## src/rtl/tq_pkg.sv

```systemverilog
`default_nettype none
// ----------------------------------------------------------------------------
// tq_pkg: shared types and constants
// Opcodes, status codes, store sizes and controller/datapath command and status bundles.
// ----------------------------------------------------------------------------
package tq_pkg;
  localparam int MaxTeams    = 16;
  localparam int TeamW       = 4;
  localparam int ElemW       = 20;
  localparam int MemberDepth = 1024;
  localparam int MemberAw    = 10;
  localparam int SlotAw      = 4;
  localparam int SlotDepth   = 16;

  typedef enum logic [1:0] {
    OP_LOAD = 2'd0, OP_ENQ = 2'd1, OP_DEQ = 2'd2, OP_NOP = 2'd3
  } op_t;

  typedef enum logic [1:0] {
    ST_OK = 2'd0, ST_EMPTY = 2'd1, ST_UNKNOWN = 2'd2, ST_FULL = 2'd3
  } status_t;

  typedef struct packed {
    logic capture;   // latch request fields
    logic load_wr;   // write membership entry
    logic scan_clr;  // start lookup
    logic scan_rd;   // issue one membership read
    logic enq_do;    // append to team FIFO
    logic deq_rd;    // read team slot for dequeue
    logic deq_do;    // commit dequeue
  } cmd_t;

  typedef struct packed {
    logic                   table_full;
    logic                   scan_last;   // all entries read and compared
    logic                   found;
    logic                   team_full;
    logic                   order_empty;
  } sts_t;
endpackage
`default_nettype wire

```

## src/rtl/tq_controller.sv

```systemverilog
`default_nettype none
// ----------------------------------------------------------------------------
// tq_controller: request sequencer
// Accepts one request, steps the datapath and holds the result until taken.
// ----------------------------------------------------------------------------
module tq_controller (
  input  wire logic                     clk,
  input  wire logic                     rst,
  input  wire logic                     in_valid,
  output logic                          in_stall,
  input  wire logic [1:0]               op,
  output logic                          res_valid,
  input  wire logic                     res_stall,
  output logic      [1:0]               res_status,
  output logic                          res_hit,
  output tq_pkg::cmd_t                  cmd,
  input  wire tq_pkg::sts_t             sts
);
  typedef enum logic [5:0] {
    S_IDLE = 6'b000001, S_LOAD = 6'b000010, S_SCAN = 6'b000100,
    S_ENQ  = 6'b001000, S_DEQ  = 6'b010000, S_DONE = 6'b100000
  } state_t;

  state_t state, state_next;
  logic [1:0] status_next;
  logic       hit_next;
  logic       accept;

  assign accept   = in_valid && !in_stall;
  assign in_stall = (state != S_IDLE);
  assign res_valid = (state == S_DONE);

  always_comb begin
    cmd         = '0;
    state_next  = state;
    status_next = res_status;
    hit_next    = res_hit;
    unique case (state)
      S_IDLE: begin
        cmd.capture  = accept;
        cmd.scan_clr = accept;
        if (accept) begin
          status_next = tq_pkg::ST_OK;
          hit_next    = 1'b0;
          unique case (op)
            tq_pkg::OP_LOAD: state_next = S_LOAD;
            tq_pkg::OP_ENQ:  state_next = S_SCAN;
            tq_pkg::OP_DEQ:  state_next = S_DEQ;
            default:         state_next = S_DONE;
          endcase
        end
      end
      S_LOAD: begin
        if (sts.table_full) status_next = tq_pkg::ST_FULL;
        else cmd.load_wr = 1'b1;
        state_next = S_DONE;
      end
      S_SCAN: begin
        cmd.scan_rd = 1'b1;
        if (sts.scan_last) state_next = S_ENQ;
      end
      S_ENQ: begin
        if (!sts.found) status_next = tq_pkg::ST_UNKNOWN;
        else if (sts.team_full) status_next = tq_pkg::ST_FULL;
        else cmd.enq_do = 1'b1;
        state_next = S_DONE;
      end
      S_DEQ: begin
        cmd.deq_rd = 1'b1;
        if (sts.order_empty) status_next = tq_pkg::ST_EMPTY;
        else begin
          cmd.deq_do = 1'b1;
          hit_next   = 1'b1;
        end
        state_next = S_DONE;
      end
      S_DONE: begin
        if (!res_stall) state_next = S_IDLE;
      end
      default: state_next = S_IDLE;
    endcase
  end

  always_ff @(posedge clk) begin
    if (rst) begin
      state      <= S_IDLE;
      res_status <= tq_pkg::ST_OK;
      res_hit    <= 1'b0;
    end else begin
      state      <= state_next;
      res_status <= status_next;
      res_hit    <= hit_next;
    end
  end
endmodule
`default_nettype wire

```

## config.mk

```make
export PLATFORM = sky130hd
export DESIGN_NAME = tq_controller
export DESIGN_NICKNAME = d
export VERILOG_FILES = /design/src/rtl/tq_pkg.sv /design/src/rtl/tq_controller.sv
export SDC_FILE = /design/constraint.sdc
export NUM_CORES = 1
export LEC_CHECK = 0
export BUFFER_PORTS_ARGS = -buffer_cell sky130_fd_sc_hd__buf_2
export CELL_PAD_IN_SITES_DETAIL_PLACEMENT = 0
export CELL_PAD_IN_SITES_GLOBAL_PLACEMENT = 1
export CORE_AREA = 8 8 50 62
export CTS_CLUSTER_DIAMETER = 200
export CTS_CLUSTER_SIZE = 28
export DETAILED_ROUTE_END_ITERATION = 16
export DIE_AREA = 0 0 58 70
export PLACE_DENSITY = 0.72
export SYNTH_ARGS = -nofsm -noshare
export SYNTH_HDL_FRONTEND = slang
export SYNTH_SLANG_ARGS = --single-unit
```

## constraint.sdc

```tcl
create_clock -name clk -period 2 [get_ports clk]
set_input_delay 0.4 -clock clk [delete_from_list [all_inputs] [get_ports clk]]
set_output_delay 0.4 -clock clk [all_outputs]
set_load 0.05 [all_outputs]
```

# Word level (Yosys, flattened, before mapping)
# Cells that the tools add are included.
# word_totals
reg_bits	9
in_bits	11
wordCells	51
# op_classes
eq_ne	16
mux	23
reduce_logical	9
# op_table
cell	n
one-hot mux 6 bit (4 select lines)	1
two-way mux 6 bit	3
one-hot mux 6 bit (3 select lines)	1
two-way mux 2 bit	6
!= test 2 bit (second input constant)	6
two-way mux 1 bit	10
one-hot mux 2 bit (4 select lines)	1
== test 6 x 1 -> 1 bit (second input constant)	1
== test 6 x 2 -> 1 bit (second input constant)	1
== test 6 x 3 -> 1 bit (second input constant)	1
== test 6 x 4 -> 1 bit (second input constant)	1
== test 6 x 5 -> 1 bit (second input constant)	1
== test 6 bit (second input constant)	1
!= test 6 x 1 -> 1 bit (second input constant)	1
AND reduction 3 bit	2
AND reduction 5 bit	1
nonzero test 4 bit	1
!= test 3 bit (second input constant)	1
OR reduction 3 bit	1
== test 2 x 1 -> 1 bit (second input constant)	1
== test 2 bit (second input constant)	1
zero test 2 bit	1
one-hot mux 1 bit (2 select lines)	1
nonzero test 2 bit	1
other kinds (2)	2

# Depth between registers and ports, before layout
# Gate-level depths: netlist (run 1).
# logic_depth
ltp_word	5
depth_mapped	7

# Worst setup path before layout (run 1)
# No wires, ideal clock.
# synth_timing
path_type	reg-to-output
from	register state[1]
to	output cmd[6] (netlist name)
arrival_time_ns	2.661
path_slack_ns	-1.061
path_stages_with_launch	7
path_buffers	3
cell_sequence	dfxtp_1 buf_6 or4_4 or3b_1 buf_2 nor2_1 buf_4
# synth_rtl
element	line	text
start, declared	tq_controller.sv:24	state_t state, state_next;
start signal, assigned	tq_controller.sv:90	state <= state_next;
end, declared	tq_controller.sv:16	output tq_pkg::cmd_t cmd,

==> run summary, run 1 <==
outcome: finished, violations left
failing checks: negative setup slack
clock transition at the registers of the reported paths: 0.07 ns
Detailed Routing Iterations Pass 1: 4
CP max-delay cell: or4_4
data required time at the worst endpoint: 1.60 ns
Max Slew Vio Count: 0
num rows: 19
die area: 4060 µm²
total number of H-tree levels: 1
count of state elements after synthesis: 9
start point of the worst hold path: op[1]
Setup TNS: -1.22 ns
Iter 0 DRT Violations: 10
placeable core area: 2140 µm²
final WL: 1.93 mm
Min Clock Period, post-route: 2.27 ns
Gate power share: 50.9%
worst path buffer plus inverter count: 1
data arrival time at the worst-slack endpoint: 1.87 ns
static leakage power: 0.000441 µW
synthesized area: 582 µm²
wire length of the first global-routing pass: 3.13 mm
DIE WIDTH: 58 µm
maximum VDD drop: 0.000348 V
initial cell density of the core: 27.2%
total inserted antenna cells: 0
largest fanout on the critical path: 4
die height: 70 µm
maximum number of pins on one net before global-route repair: 11
Crit Reg-Reg Startpoint: state[3]$_SDFFE_PP0P_
number of input and output port buffers inserted: 22
number of vias after detailed routing: 671
clock tree sinks: 9
pre-CTS setup slack: -0.105 ns
series of cell instances along the critical path: or4_4 > or3b_4 > nor2_4 > buf_8
cells after synthesis: 73
Tightest Pin Transition: 0.554 ns
capturing element type of the critical path: primary output
via count normalized by instance count: 5.24
unrepaired setup endpoints after global routing: true
net switching power: 276 µW
switching power as a share of total power: 39.6%
ratio of final minimum period to clock period: 114%
endpoints failing hold: 0
critical path class: reg2out
startpoint of the most critical setup path: state[3]$_SDFFE_PP0P_
Final setup violation count: 6
Clock power frac: 20.0%
longest individual stage delay on the worst path: 0.55 ns
Maximum Capacitance Violations: 0
crit path setup slack, layout: -0.271 ns
global-route congestion overflow total: 0
TritonCTS clock tree: yes
total CTS buffers: 3
Slew headroom: 62.7%
share of final-layout standard cells stronger than drive strength 1: 48.6%
cell total after placement: 119
number of nets produced by synthesis: 84
final instance count without filler cells: 128
power density over the cells: 737 nW/µm²
count of yosys warnings during synthesis: 0
all-layer global routing usage: 10.0%
clock buffer depth: 2
quantity of hold-fixing buffers added after cts: 0
worst hold slack: 0.321 ns
cell type group with the largest total delay on the critical path: simple AND/OR/NAND/NOR gates
total DRC errors in the routed layout: 0
final weighted congestion in routability-driven placement: 0.723
detailed-route wire length per cell: 15.0 µm
Mapped Avg Cell Area: 7.97 µm²
fraction of power consumed by sequential logic: 29.1%
highest clock frequency the design can meet: 440 MHz
area added between synthesis and finish: 62.6%
ports placed on the boundary: 23
Fillers: 217
startpoint type of the worst setup path: flip-flop
vias in the first global route: 718
Seq/Total Area, Yosys: 31.0%
initial antenna violation count: 0
Detail Route Antenna Nets: 0
Yosys cell types: 33
cell chosen for the clock root: clkbuf_4
Worst-Skew Late Latency: 0.27 ns
internal power component: 422 µW
path class of the lowest-slack min-delay path: in2reg
Nets: 119
Clock Skew: 0.0106 ns
HPWL Detailed: 1.44 mm
cell usage after synthesis:
master,instances,area [µm²]
nand4bb_1,1,11.3
nor3b_1,1,7.51
o21bai_1,1,7.51
o2111ai_1,2,17.5
inv_1,6,22.5
nand4_1,1,6.26
clkbuf_1,3,11.3
nor4_1,2,12.5
or4_1,1,7.51
or3_1,3,18.8
a2111oi_2,1,15.0
nand2b_1,2,12.5
buf_6,1,11.3
nand4b_1,1,8.76
buf_2,1,5.00
nor3_1,4,20.0
buf_4,2,15.0
nand2_1,4,15.0
or4_4,1,11.3
o21ai_0,3,15.0
nor4b_1,1,8.76
or3b_1,1,8.76
o311a_1,1,10.0
o22a_1,1,8.76
o31ai_1,1,7.51
dfxtp_1,9,180
xor2_1,2,17.5
or4b_1,1,10.0
a311o_1,1,10.0
xnor2_1,2,17.5
nor2_1,10,37.5
o211ai_1,1,7.51
a31oi_1,1,6.26
logic make-up after synthesis:
| logic type | Yosys count | synth area share (%) |
|---|---|---|
| AOI/OAI and AO/OA | 13 | 18.1 |
| xor gates and xnor gates | 4 | 6.02 |
| buffers and inverters | 13 | 11.2 |
| DFF | 9 | 31.0 |
| and+or+nand+nor | 34 | 33.8 |
area by class of cell:
cell class / instances / area (µm²) / area share (%)
multi-input combinational: 51 / 407 / 43.0
timing repair buffer: 37 / 282 / 29.8
sequential: 9 / 181 / 19.2
tap: 21 / 26.3 / 2.78
clock buffer: 3 / 22.5 / 2.38
inverter: 6 / 22.5 / 2.38
clock inverter: 1 / 5.00 / 0.529
sequential cells by signal, indices dropped and copies added (netlist names):
| signal | flops |
|---|---|
| res_hit | 1 |
| res_status | 2 |
| state | 6 |
metrics by stage:
step,util [%],area [µm²],total power (µW)
3_5_place_dp,36.2,774,495
2_1_floorplan,-,616,426
3_3_place_gp,36.2,774,492
4_1_cts,41.6,891,692
5_1_grt,44.2,946,742
6_report,44.2,946,698
per-layer routing:
layer	part of all wire [%]	wire, µm	track usage (%)
met1	38	729	9.79
met2	52	1010	16.9
met3	6.0	115	2.56
met4	3.6	69	8.47
met5	0	0	0
worst register-to-register path: stages (launching register included):
cell	delay [ns]
dfxtp_1	0.31
or4_4	0.55
or3b_4	0.42
buf_4	0.17
o22a_1	0.20
a2111oi_4	0.31
power by group through the flow:
| stage | Clock (µW) | Combinational, µW | Sequential (µW) |
|---|---|---|---|
| 3_5_place_dp | 0 | 289 | 206 |
| 2_1_floorplan | 0 | 204 | 222 |
| 3_3_place_gp | 0 | 286 | 206 |
| 4_1_cts | 147 | 342 | 203 |
| 6_report | 140 | 355 | 203 |
| 5_1_grt | 156 | 382 | 204 |
cell usage in the layout, fill, tap and decap left out, types with 3 or more instances in the layout:
master / netlist / layout
nor3_1: 4 / 4
o21ai_0: 3 / 3
clkbuf_4: 0 / 3
buf_4: 2 / 14
nand2_1: 4 / 3
buf_2: 1 / 15
inv_1: 6 / 6
nor2_1: 10 / 8
buf_6: 1 / 5
buf_8: 0 / 3
dfxtp_1: 9 / 8
repair_timing:
action | 4_1_cts | 5_1_grt
cloned | 0 | 0
buffers inserted | 2 | 3
resized for setup | 22 | 4
pin swaps | 4 | 3
endpoints found under the setup margin | 10 | 10
path summary, 6_finish.rpt:
path / endpoint / slack, ns / depth (start not counted)
max: cmd[6] / -0.27 / 4
min: state[1]$_SDFFE_PP0P_ / 0.32 / 2
max reg2reg: state[5]$_SDFFE_PP0P_ / -0.06 / 5
min reg2reg: res_status[1]$_SDFFE_PP0P_ / 0.50 / 2
(Power assumes the default switching activity.)
==> inputs of run 2 (changes only) <==
CORE_AREA = 8 8 48 59   (was 8 8 50 62)
DIE_AREA = 0 0 56 67   (was 0 0 58 70)
PLACE_DENSITY = 0.76   (was 0.72)
REMOVE_ABC_BUFFERS = 1   (was unset)
clock period = 2.6 ns   (was 2 ns; I/O delays follow)
==> run 2 against run 1 <==
Sequential power shrank 20%. The run now ends clean. Sequential share of layout area grew 5.5 points. Core utilization shrank 6.5 points. Count of clock-buffer cells in the layout grew 1. Non-clock buffer count shrank 12.
==> run summary, run 2 (synthesized netlist as in run 1, its figures left out) <==
num rows: 18 (-1)
area of the multi-input gates: 337 µm² (-17%)
Fillers: 209 (-3.7%)
unrepaired setup endpoints after global routing: true
worst hold stages: 2 (unchanged)
outcome: completed
all-layer global routing usage: 9.51% (-0.50 points)
endpoints failing hold: 0 (unchanged)
Post-CTS Setup Inserts: 0 (-2)
maximum number of pins on one net before global-route repair: 11 (unchanged)
R2R depth: 6 (+1)
Clock Skew: 0.00416 ns (-0.00646 ns)
Resize count post-CTS: 0 (-100%)
final instance count without filler cells: 115 (-10%)
ports placed on the boundary: 23 (unchanged)
Slew headroom: 62.6% (-0.090 points)
global-route congestion overflow total: 0 (unchanged)
net switching power: 187 µW (-32%)
share of final-layout standard cells stronger than drive strength 1: 31.6% (-17 points)
quantity of hold-fixing buffers added after cts: 0 (unchanged)
area added between synthesis and finish: 25.6%
detailed-route wire length per cell: 14.4 µm (-4.1%)
capturing element type of the critical path: primary output
vias in the first global route: 629 (-12%)
Worst-Skew Late Latency: 0.26 ns (about the same)
clock buffer depth: 2 (unchanged)
post-layout utilization of the core: 37.7% (-6.5 points)
die area: 3750 µm² (-7.6%)
most frequent cells in the layout: buf_2, nor2_1, dfxtp_1
placeable core area: 1940 µm² (-9.5%)
internal power component: 274 µW (-35%)
cell chosen for the clock root: clkbuf_4
cell total after placement: 111 (-6.7%)
Setup TNS: 0 ns (+1.22 ns)
Final setup violation count: 0 (-6)
top flop regs: state: 6 flops, res_status: 2 flops, res_hit: 1 flops
ratio of final minimum period to clock period: 98.3%
number of input and output port buffers inserted: 22 (unchanged)
static leakage power: 0.000358 µW (-19%)
DIE WIDTH: 56 µm (-3.4%)
power density over the cells: 631 nW/µm² (-14%)
number of vias after detailed routing: 621 (-7.5%)
switching power as a share of total power: 40.6% (+1.1 points)
final WL: 1.66 mm (-14%)
wire length of the first global-routing pass: 2.90 mm (-7.5%)
Tightest Pin Transition: 0.555 ns (+0.00134 ns)
data arrival time at the worst-slack endpoint: 2.04 ns (+0.17 ns)
Max Slew Vio Count: 0 (unchanged)
clock transition at the registers of the reported paths: 0.06 ns (about the same)
final weighted congestion in routability-driven placement: 0.774 (+7.1%)
initial antenna violation count: 0 (unchanged)
TritonCTS clock tree: yes
Detail Route Antenna Nets: 0 (unchanged)
data required time at the worst endpoint: 2.08 ns (+0.48 ns)
total DRC errors in the routed layout: 0 (unchanged)
flip-flop count of the largest register, all copies and words added: 6 (unchanged)
area occupied by registers: 180 µm² (-0.69%)
Power, Total: 461 µW (-34%)
initial cell density of the core: 30.0% (+2.8 points)
Gate power share: 41.0% (-9.9 points)
worst hold slack: 0.448 ns (+0.126 ns)
most frequent standard cell in the layout excluding fill and tap cells: buf_2
Iter 0 DRT Violations: 10 (unchanged)
total inserted antenna cells: 0 (unchanged)
maximum VDD drop: 0.000349 V (+0.46%)
largest fanout on the critical path: 7 (+3)
Min Clock Period, post-route: 2.56 ns
Nets: 107 (-10%)
fraction of power consumed by sequential logic: 35.4% (+6.3 points)
total CTS buffers: 3 (unchanged)
startpoint type of the worst setup path: flip-flop
via count normalized by instance count: 5.40 (+3.0%)
Detailed Routing Iterations Pass 1: 4 (unchanged)
path class of the lowest-slack min-delay path: in2reg
HPWL Detailed: 1.34 mm (-7.1%)
critical path class: reg2out
register bank with the most flops: state
Clock power frac: 23.6% (+3.6 points)
die height: 67 µm (-4.3%)
clock tree sinks: 9 (unchanged)
total number of H-tree levels: 1 (unchanged)
Maximum Capacitance Violations: 0 (unchanged)
highest clock frequency the design can meet: 391 MHz
-- run 2: cell types whose count changed in the layout (fill, tap and decap cells not counted), moves of 2 or more --
cell | before | now
buf_6 | 5 | 0
nor2_4 | 2 | 0
clkbuf_4 | 3 | 6
nor2_1 | 8 | 10
buf_8 | 3 | 0
buf_2 | 15 | 19
buf_4 | 14 | 3
-- run 2: final timing paths --
check	to	startpoint	slack (ns)
setup / recovery	cmd[4]	state[5]$_SDFFE_PP0P_	0.04
hold / removal	state[1]$_SDFFE_PP0P_	op[1]	0.45
setup reg to reg	res_status[0]$_SDFFE_PP0P_	state[1]$_SDFFE_PP0P_	0.46
hold reg to reg	res_hit$_SDFFE_PP0P_	res_hit$_SDFFE_PP0P_	0.49
-- run 2: cell type report --
| cell class | instances | area share (%) |
|---|---|---|
| multi-input cells | 51 | 46.1 |
| flip-flops and latches | 9 | 24.7 |
| repair buffers | 25 | 19.2 |
| clock buffers | 4 | 3.60 |
| well taps | 20 | 3.42 |
| inverters | 6 | 3.08 |
-- run 2: power by group through the flow --
stage               Sequential (µW)  Combinational (µW)  Clock (µW)
finish                          163                 189         109
floorplan                       178                 119           0
global route                    166                 206         120
CTS                             164                 187         112
global placement                166                 186           0
detailed placement              166                 187           0
-- run 2: stage by stage --
stage / worst slack (ns) / area, µm²
6_report: 0.0432 / 731
5_1_grt: -0.0413 / 731
4_1_cts: 0.0300 / 723
3_5_place_dp: 0.327 / 697
3_3_place_gp: 0.352 / 697
2_1_floorplan: -0.914 / 539
-- run 2: metal layers --
metal	track usage (%)	up-vias	wire, µm
li1	-	310	-
met4	7.23	0	25
met5	0	-	0
met3	2.47	4	113
met2	15.3	20	788
met1	10.6	287	733
-- run 2: critical path, stage by stage, from the launching register on --
cell and delay (ns):
dfxtp_1 0.36, or4_4 0.51, or3b_1 0.41, nor2_1 0.21, clkbuf_4 0.29
==> inputs of run 3 (changes only) <==
CORE_AREA = 2 2 42 53   (was 8 8 48 59)
DIE_AREA = 0 0 44 55   (was 0 0 56 67)
==> run 3 against run 2 <==
Global-route usage is 3.3 points higher. Critical path type unchanged. Non-clock buffer count stayed put. Combinational power hardly changed. Total power shrank 0.39%. Clock skew down 0.0038 ns. Largest cell class unchanged. Cell count unchanged. Design area is the same. Sequential power barely moved. Die area decreased by 36%.
==> run summary, run 3 (synthesized netlist as in run 1, its figures left out) <==
num rows: 18 (unchanged)
total inserted antenna cells: 0 (unchanged)
power density over the cells: 629 nW/µm² (-0.39%)
total number of H-tree levels: 1 (unchanged)
total CTS buffers: 3 (unchanged)
all-layer global routing usage: 12.8% (+3.3 points)
final WL: 1.43 mm (-14%)
Max Slew Vio Count: 0 (unchanged)
start point of the worst hold path: op[1]
Fillers: 202 (-3.3%)
Power, Total: 460 µW (-0.39%)
share of final-layout standard cells stronger than drive strength 1: 32.6% (+1.1 points)
maximum number of pins on one net before global-route repair: 11 (unchanged)
Crit Reg-Reg Startpoint: state[1]$_SDFFE_PP0P_
register bank with the most flops: state
wire length of the first global-routing pass: 2.23 mm (-23%)
path class of the lowest-slack min-delay path: in2reg
most frequent standard cell in the layout excluding fill and tap cells: buf_2
HPWL Detailed: 1.14 mm (-15%)
Min Clock Period, post-route: 2.48 ns (-0.0744 ns)
most frequent cells in the layout: buf_2, nor2_1, dfxtp_1
clock buffer depth: 2 (unchanged)
Worst-Skew Late Latency: 0.26 ns (about the same)
Detailed Routing Iterations Pass 1: 5 (+1)
detailed-route wire length per cell: 12.4 µm (-14%)
number of vias after detailed routing: 605 (-2.6%)
via count normalized by instance count: 5.26 (-2.6%)
vias in the first global route: 488 (-22%)
Clock Skew: 0.000377 ns (-0.00379 ns)
data arrival time at the worst-slack endpoint: 1.96 ns (-0.08 ns)
Detail Route Antenna Nets: 0 (unchanged)
static leakage power: 0.000359 µW (+0.30%)
data required time at the worst endpoint: 2.08 ns (about the same)
clock tree sinks: 9 (unchanged)
die height: 55 µm (-18%)
initial cell density of the core: 30.0% (unchanged)
endpoints failing hold: 0 (unchanged)
Final setup violation count: 0 (unchanged)
global-route congestion overflow total: 0 (unchanged)
capturing element type of the critical path: primary output
Slew headroom: 60.3% (-2.3 points)
placeable core area: 1940 µm² (unchanged)
flip-flop count of the largest register, all copies and words added: 6 (unchanged)
final weighted congestion in routability-driven placement: 0.790 (+2.1%)
die area: 2420 µm² (-36%)
maximum VDD drop: 0.000333 V (-4.7%)
cell chosen for the clock root: clkbuf_4
startpoint of the most critical setup path: state[2]$_SDFFE_PP0P_
clock transition at the registers of the reported paths: 0.06 ns (about the same)
initial antenna violation count: 0 (unchanged)
ports placed on the boundary: 23 (unchanged)
area occupied by registers: 180 µm² (unchanged)
area of the multi-input gates: 339 µm² (+0.74%)
total DRC errors in the routed layout: 0 (unchanged)
outcome: completed
number of input and output port buffers inserted: 22 (unchanged)
Iter 0 DRT Violations: 20 (+10)
top flop regs: state: 6 flops, res_status: 2 flops, res_hit: 1 flops
final instance count without filler cells: 115 (unchanged)
DIE WIDTH: 44 µm (-21%)
highest clock frequency the design can meet: 403 MHz (+3.0%)
Tightest Pin Transition: 0.589 ns (+0.0337 ns)
crit path setup slack, layout: 0.118 ns (+0.0744 ns)
unrepaired setup endpoints after global routing: false
critical path class: reg2out
largest fanout on the critical path: 5 (-2)
Nets: 107 (unchanged)
quantity of hold-fixing buffers added after cts: 0 (unchanged)
area added between synthesis and finish: 25.6% (unchanged)
TritonCTS clock tree: yes
ratio of final minimum period to clock period: 95.5% (-2.9 points)
pre-CTS setup slack: 0.328 ns (+0.00107 ns)
cell total after placement: 111 (unchanged)
startpoint type of the worst setup path: flip-flop
Maximum Capacitance Violations: 0 (unchanged)
-- run 3: report_power, final --
| group | internal [µW] | switching (µW) |
|---|---|---|
| combinational | 66.1 | 122 |
| clock | 59.1 | 48.6 |
| sequential | 149 | 14.4 |
| total | 274 | 185 |
-- run 3: layout make-up --
| type | count | area share [%] |
|---|---|---|
| clock buffers | 4 | 3.60 |
| inverters | 6 | 3.08 |
| repair buffers | 25 | 18.8 |
| flip-flops and latches | 9 | 24.7 |
| well taps | 20 | 3.42 |
| multi-input cells | 51 | 46.4 |
-- run 3: critical path, stage by stage, from the launching register on --
cell	delay, ns
dfxtp_1	0.33
or4_4	0.53
or3b_1	0.42
nor2_2	0.16
clkbuf_4	0.26
-- run 3: worst paths after layout --
kind,to,slack (ns),depth (start not counted)
hold / removal,state[1]$_SDFFE_PP0P_,0.45,2
setup / recovery,cmd[6],0.12,4
hold reg to reg,res_hit$_SDFFE_PP0P_,0.49,2
setup reg to reg,res_status[0]$_SDFFE_PP0P_,0.46,6
-- run 3: layer usage --
| layer | vias up | track usage, % | share of wire [%] |
|---|---|---|---|
| li1 | 308 | - | - |
| met1 | 274 | 15.9 | 44 |
| met2 | 21 | 20.1 | 47 |
| met3 | 2 | 2.27 | 7.3 |
| met4 | 0 | 9.09 | 1.4 |
| met5 | - | 0 | 0 |
-- run 3: what timing repair did --
action	CTS	global route
setup buffers	0	0
resized for setup	0	4
endpoints found under the setup margin	0	2
-- run 3: stage by stage --
step | TNS [ns] | hold WS, ns | instance area, µm² | util [%]
global route | 0 | 0.445 | 731 | 37.7
detailed placement | 0 | 0.479 | 697 | 36.0
CTS | 0 | 0.440 | 723 | 37.3
finish | 0 | 0.448 | 731 | 37.7
global placement | 0 | 0.477 | 697 | 36.0
floorplan | -4.58 | 0.592 | 539 | -
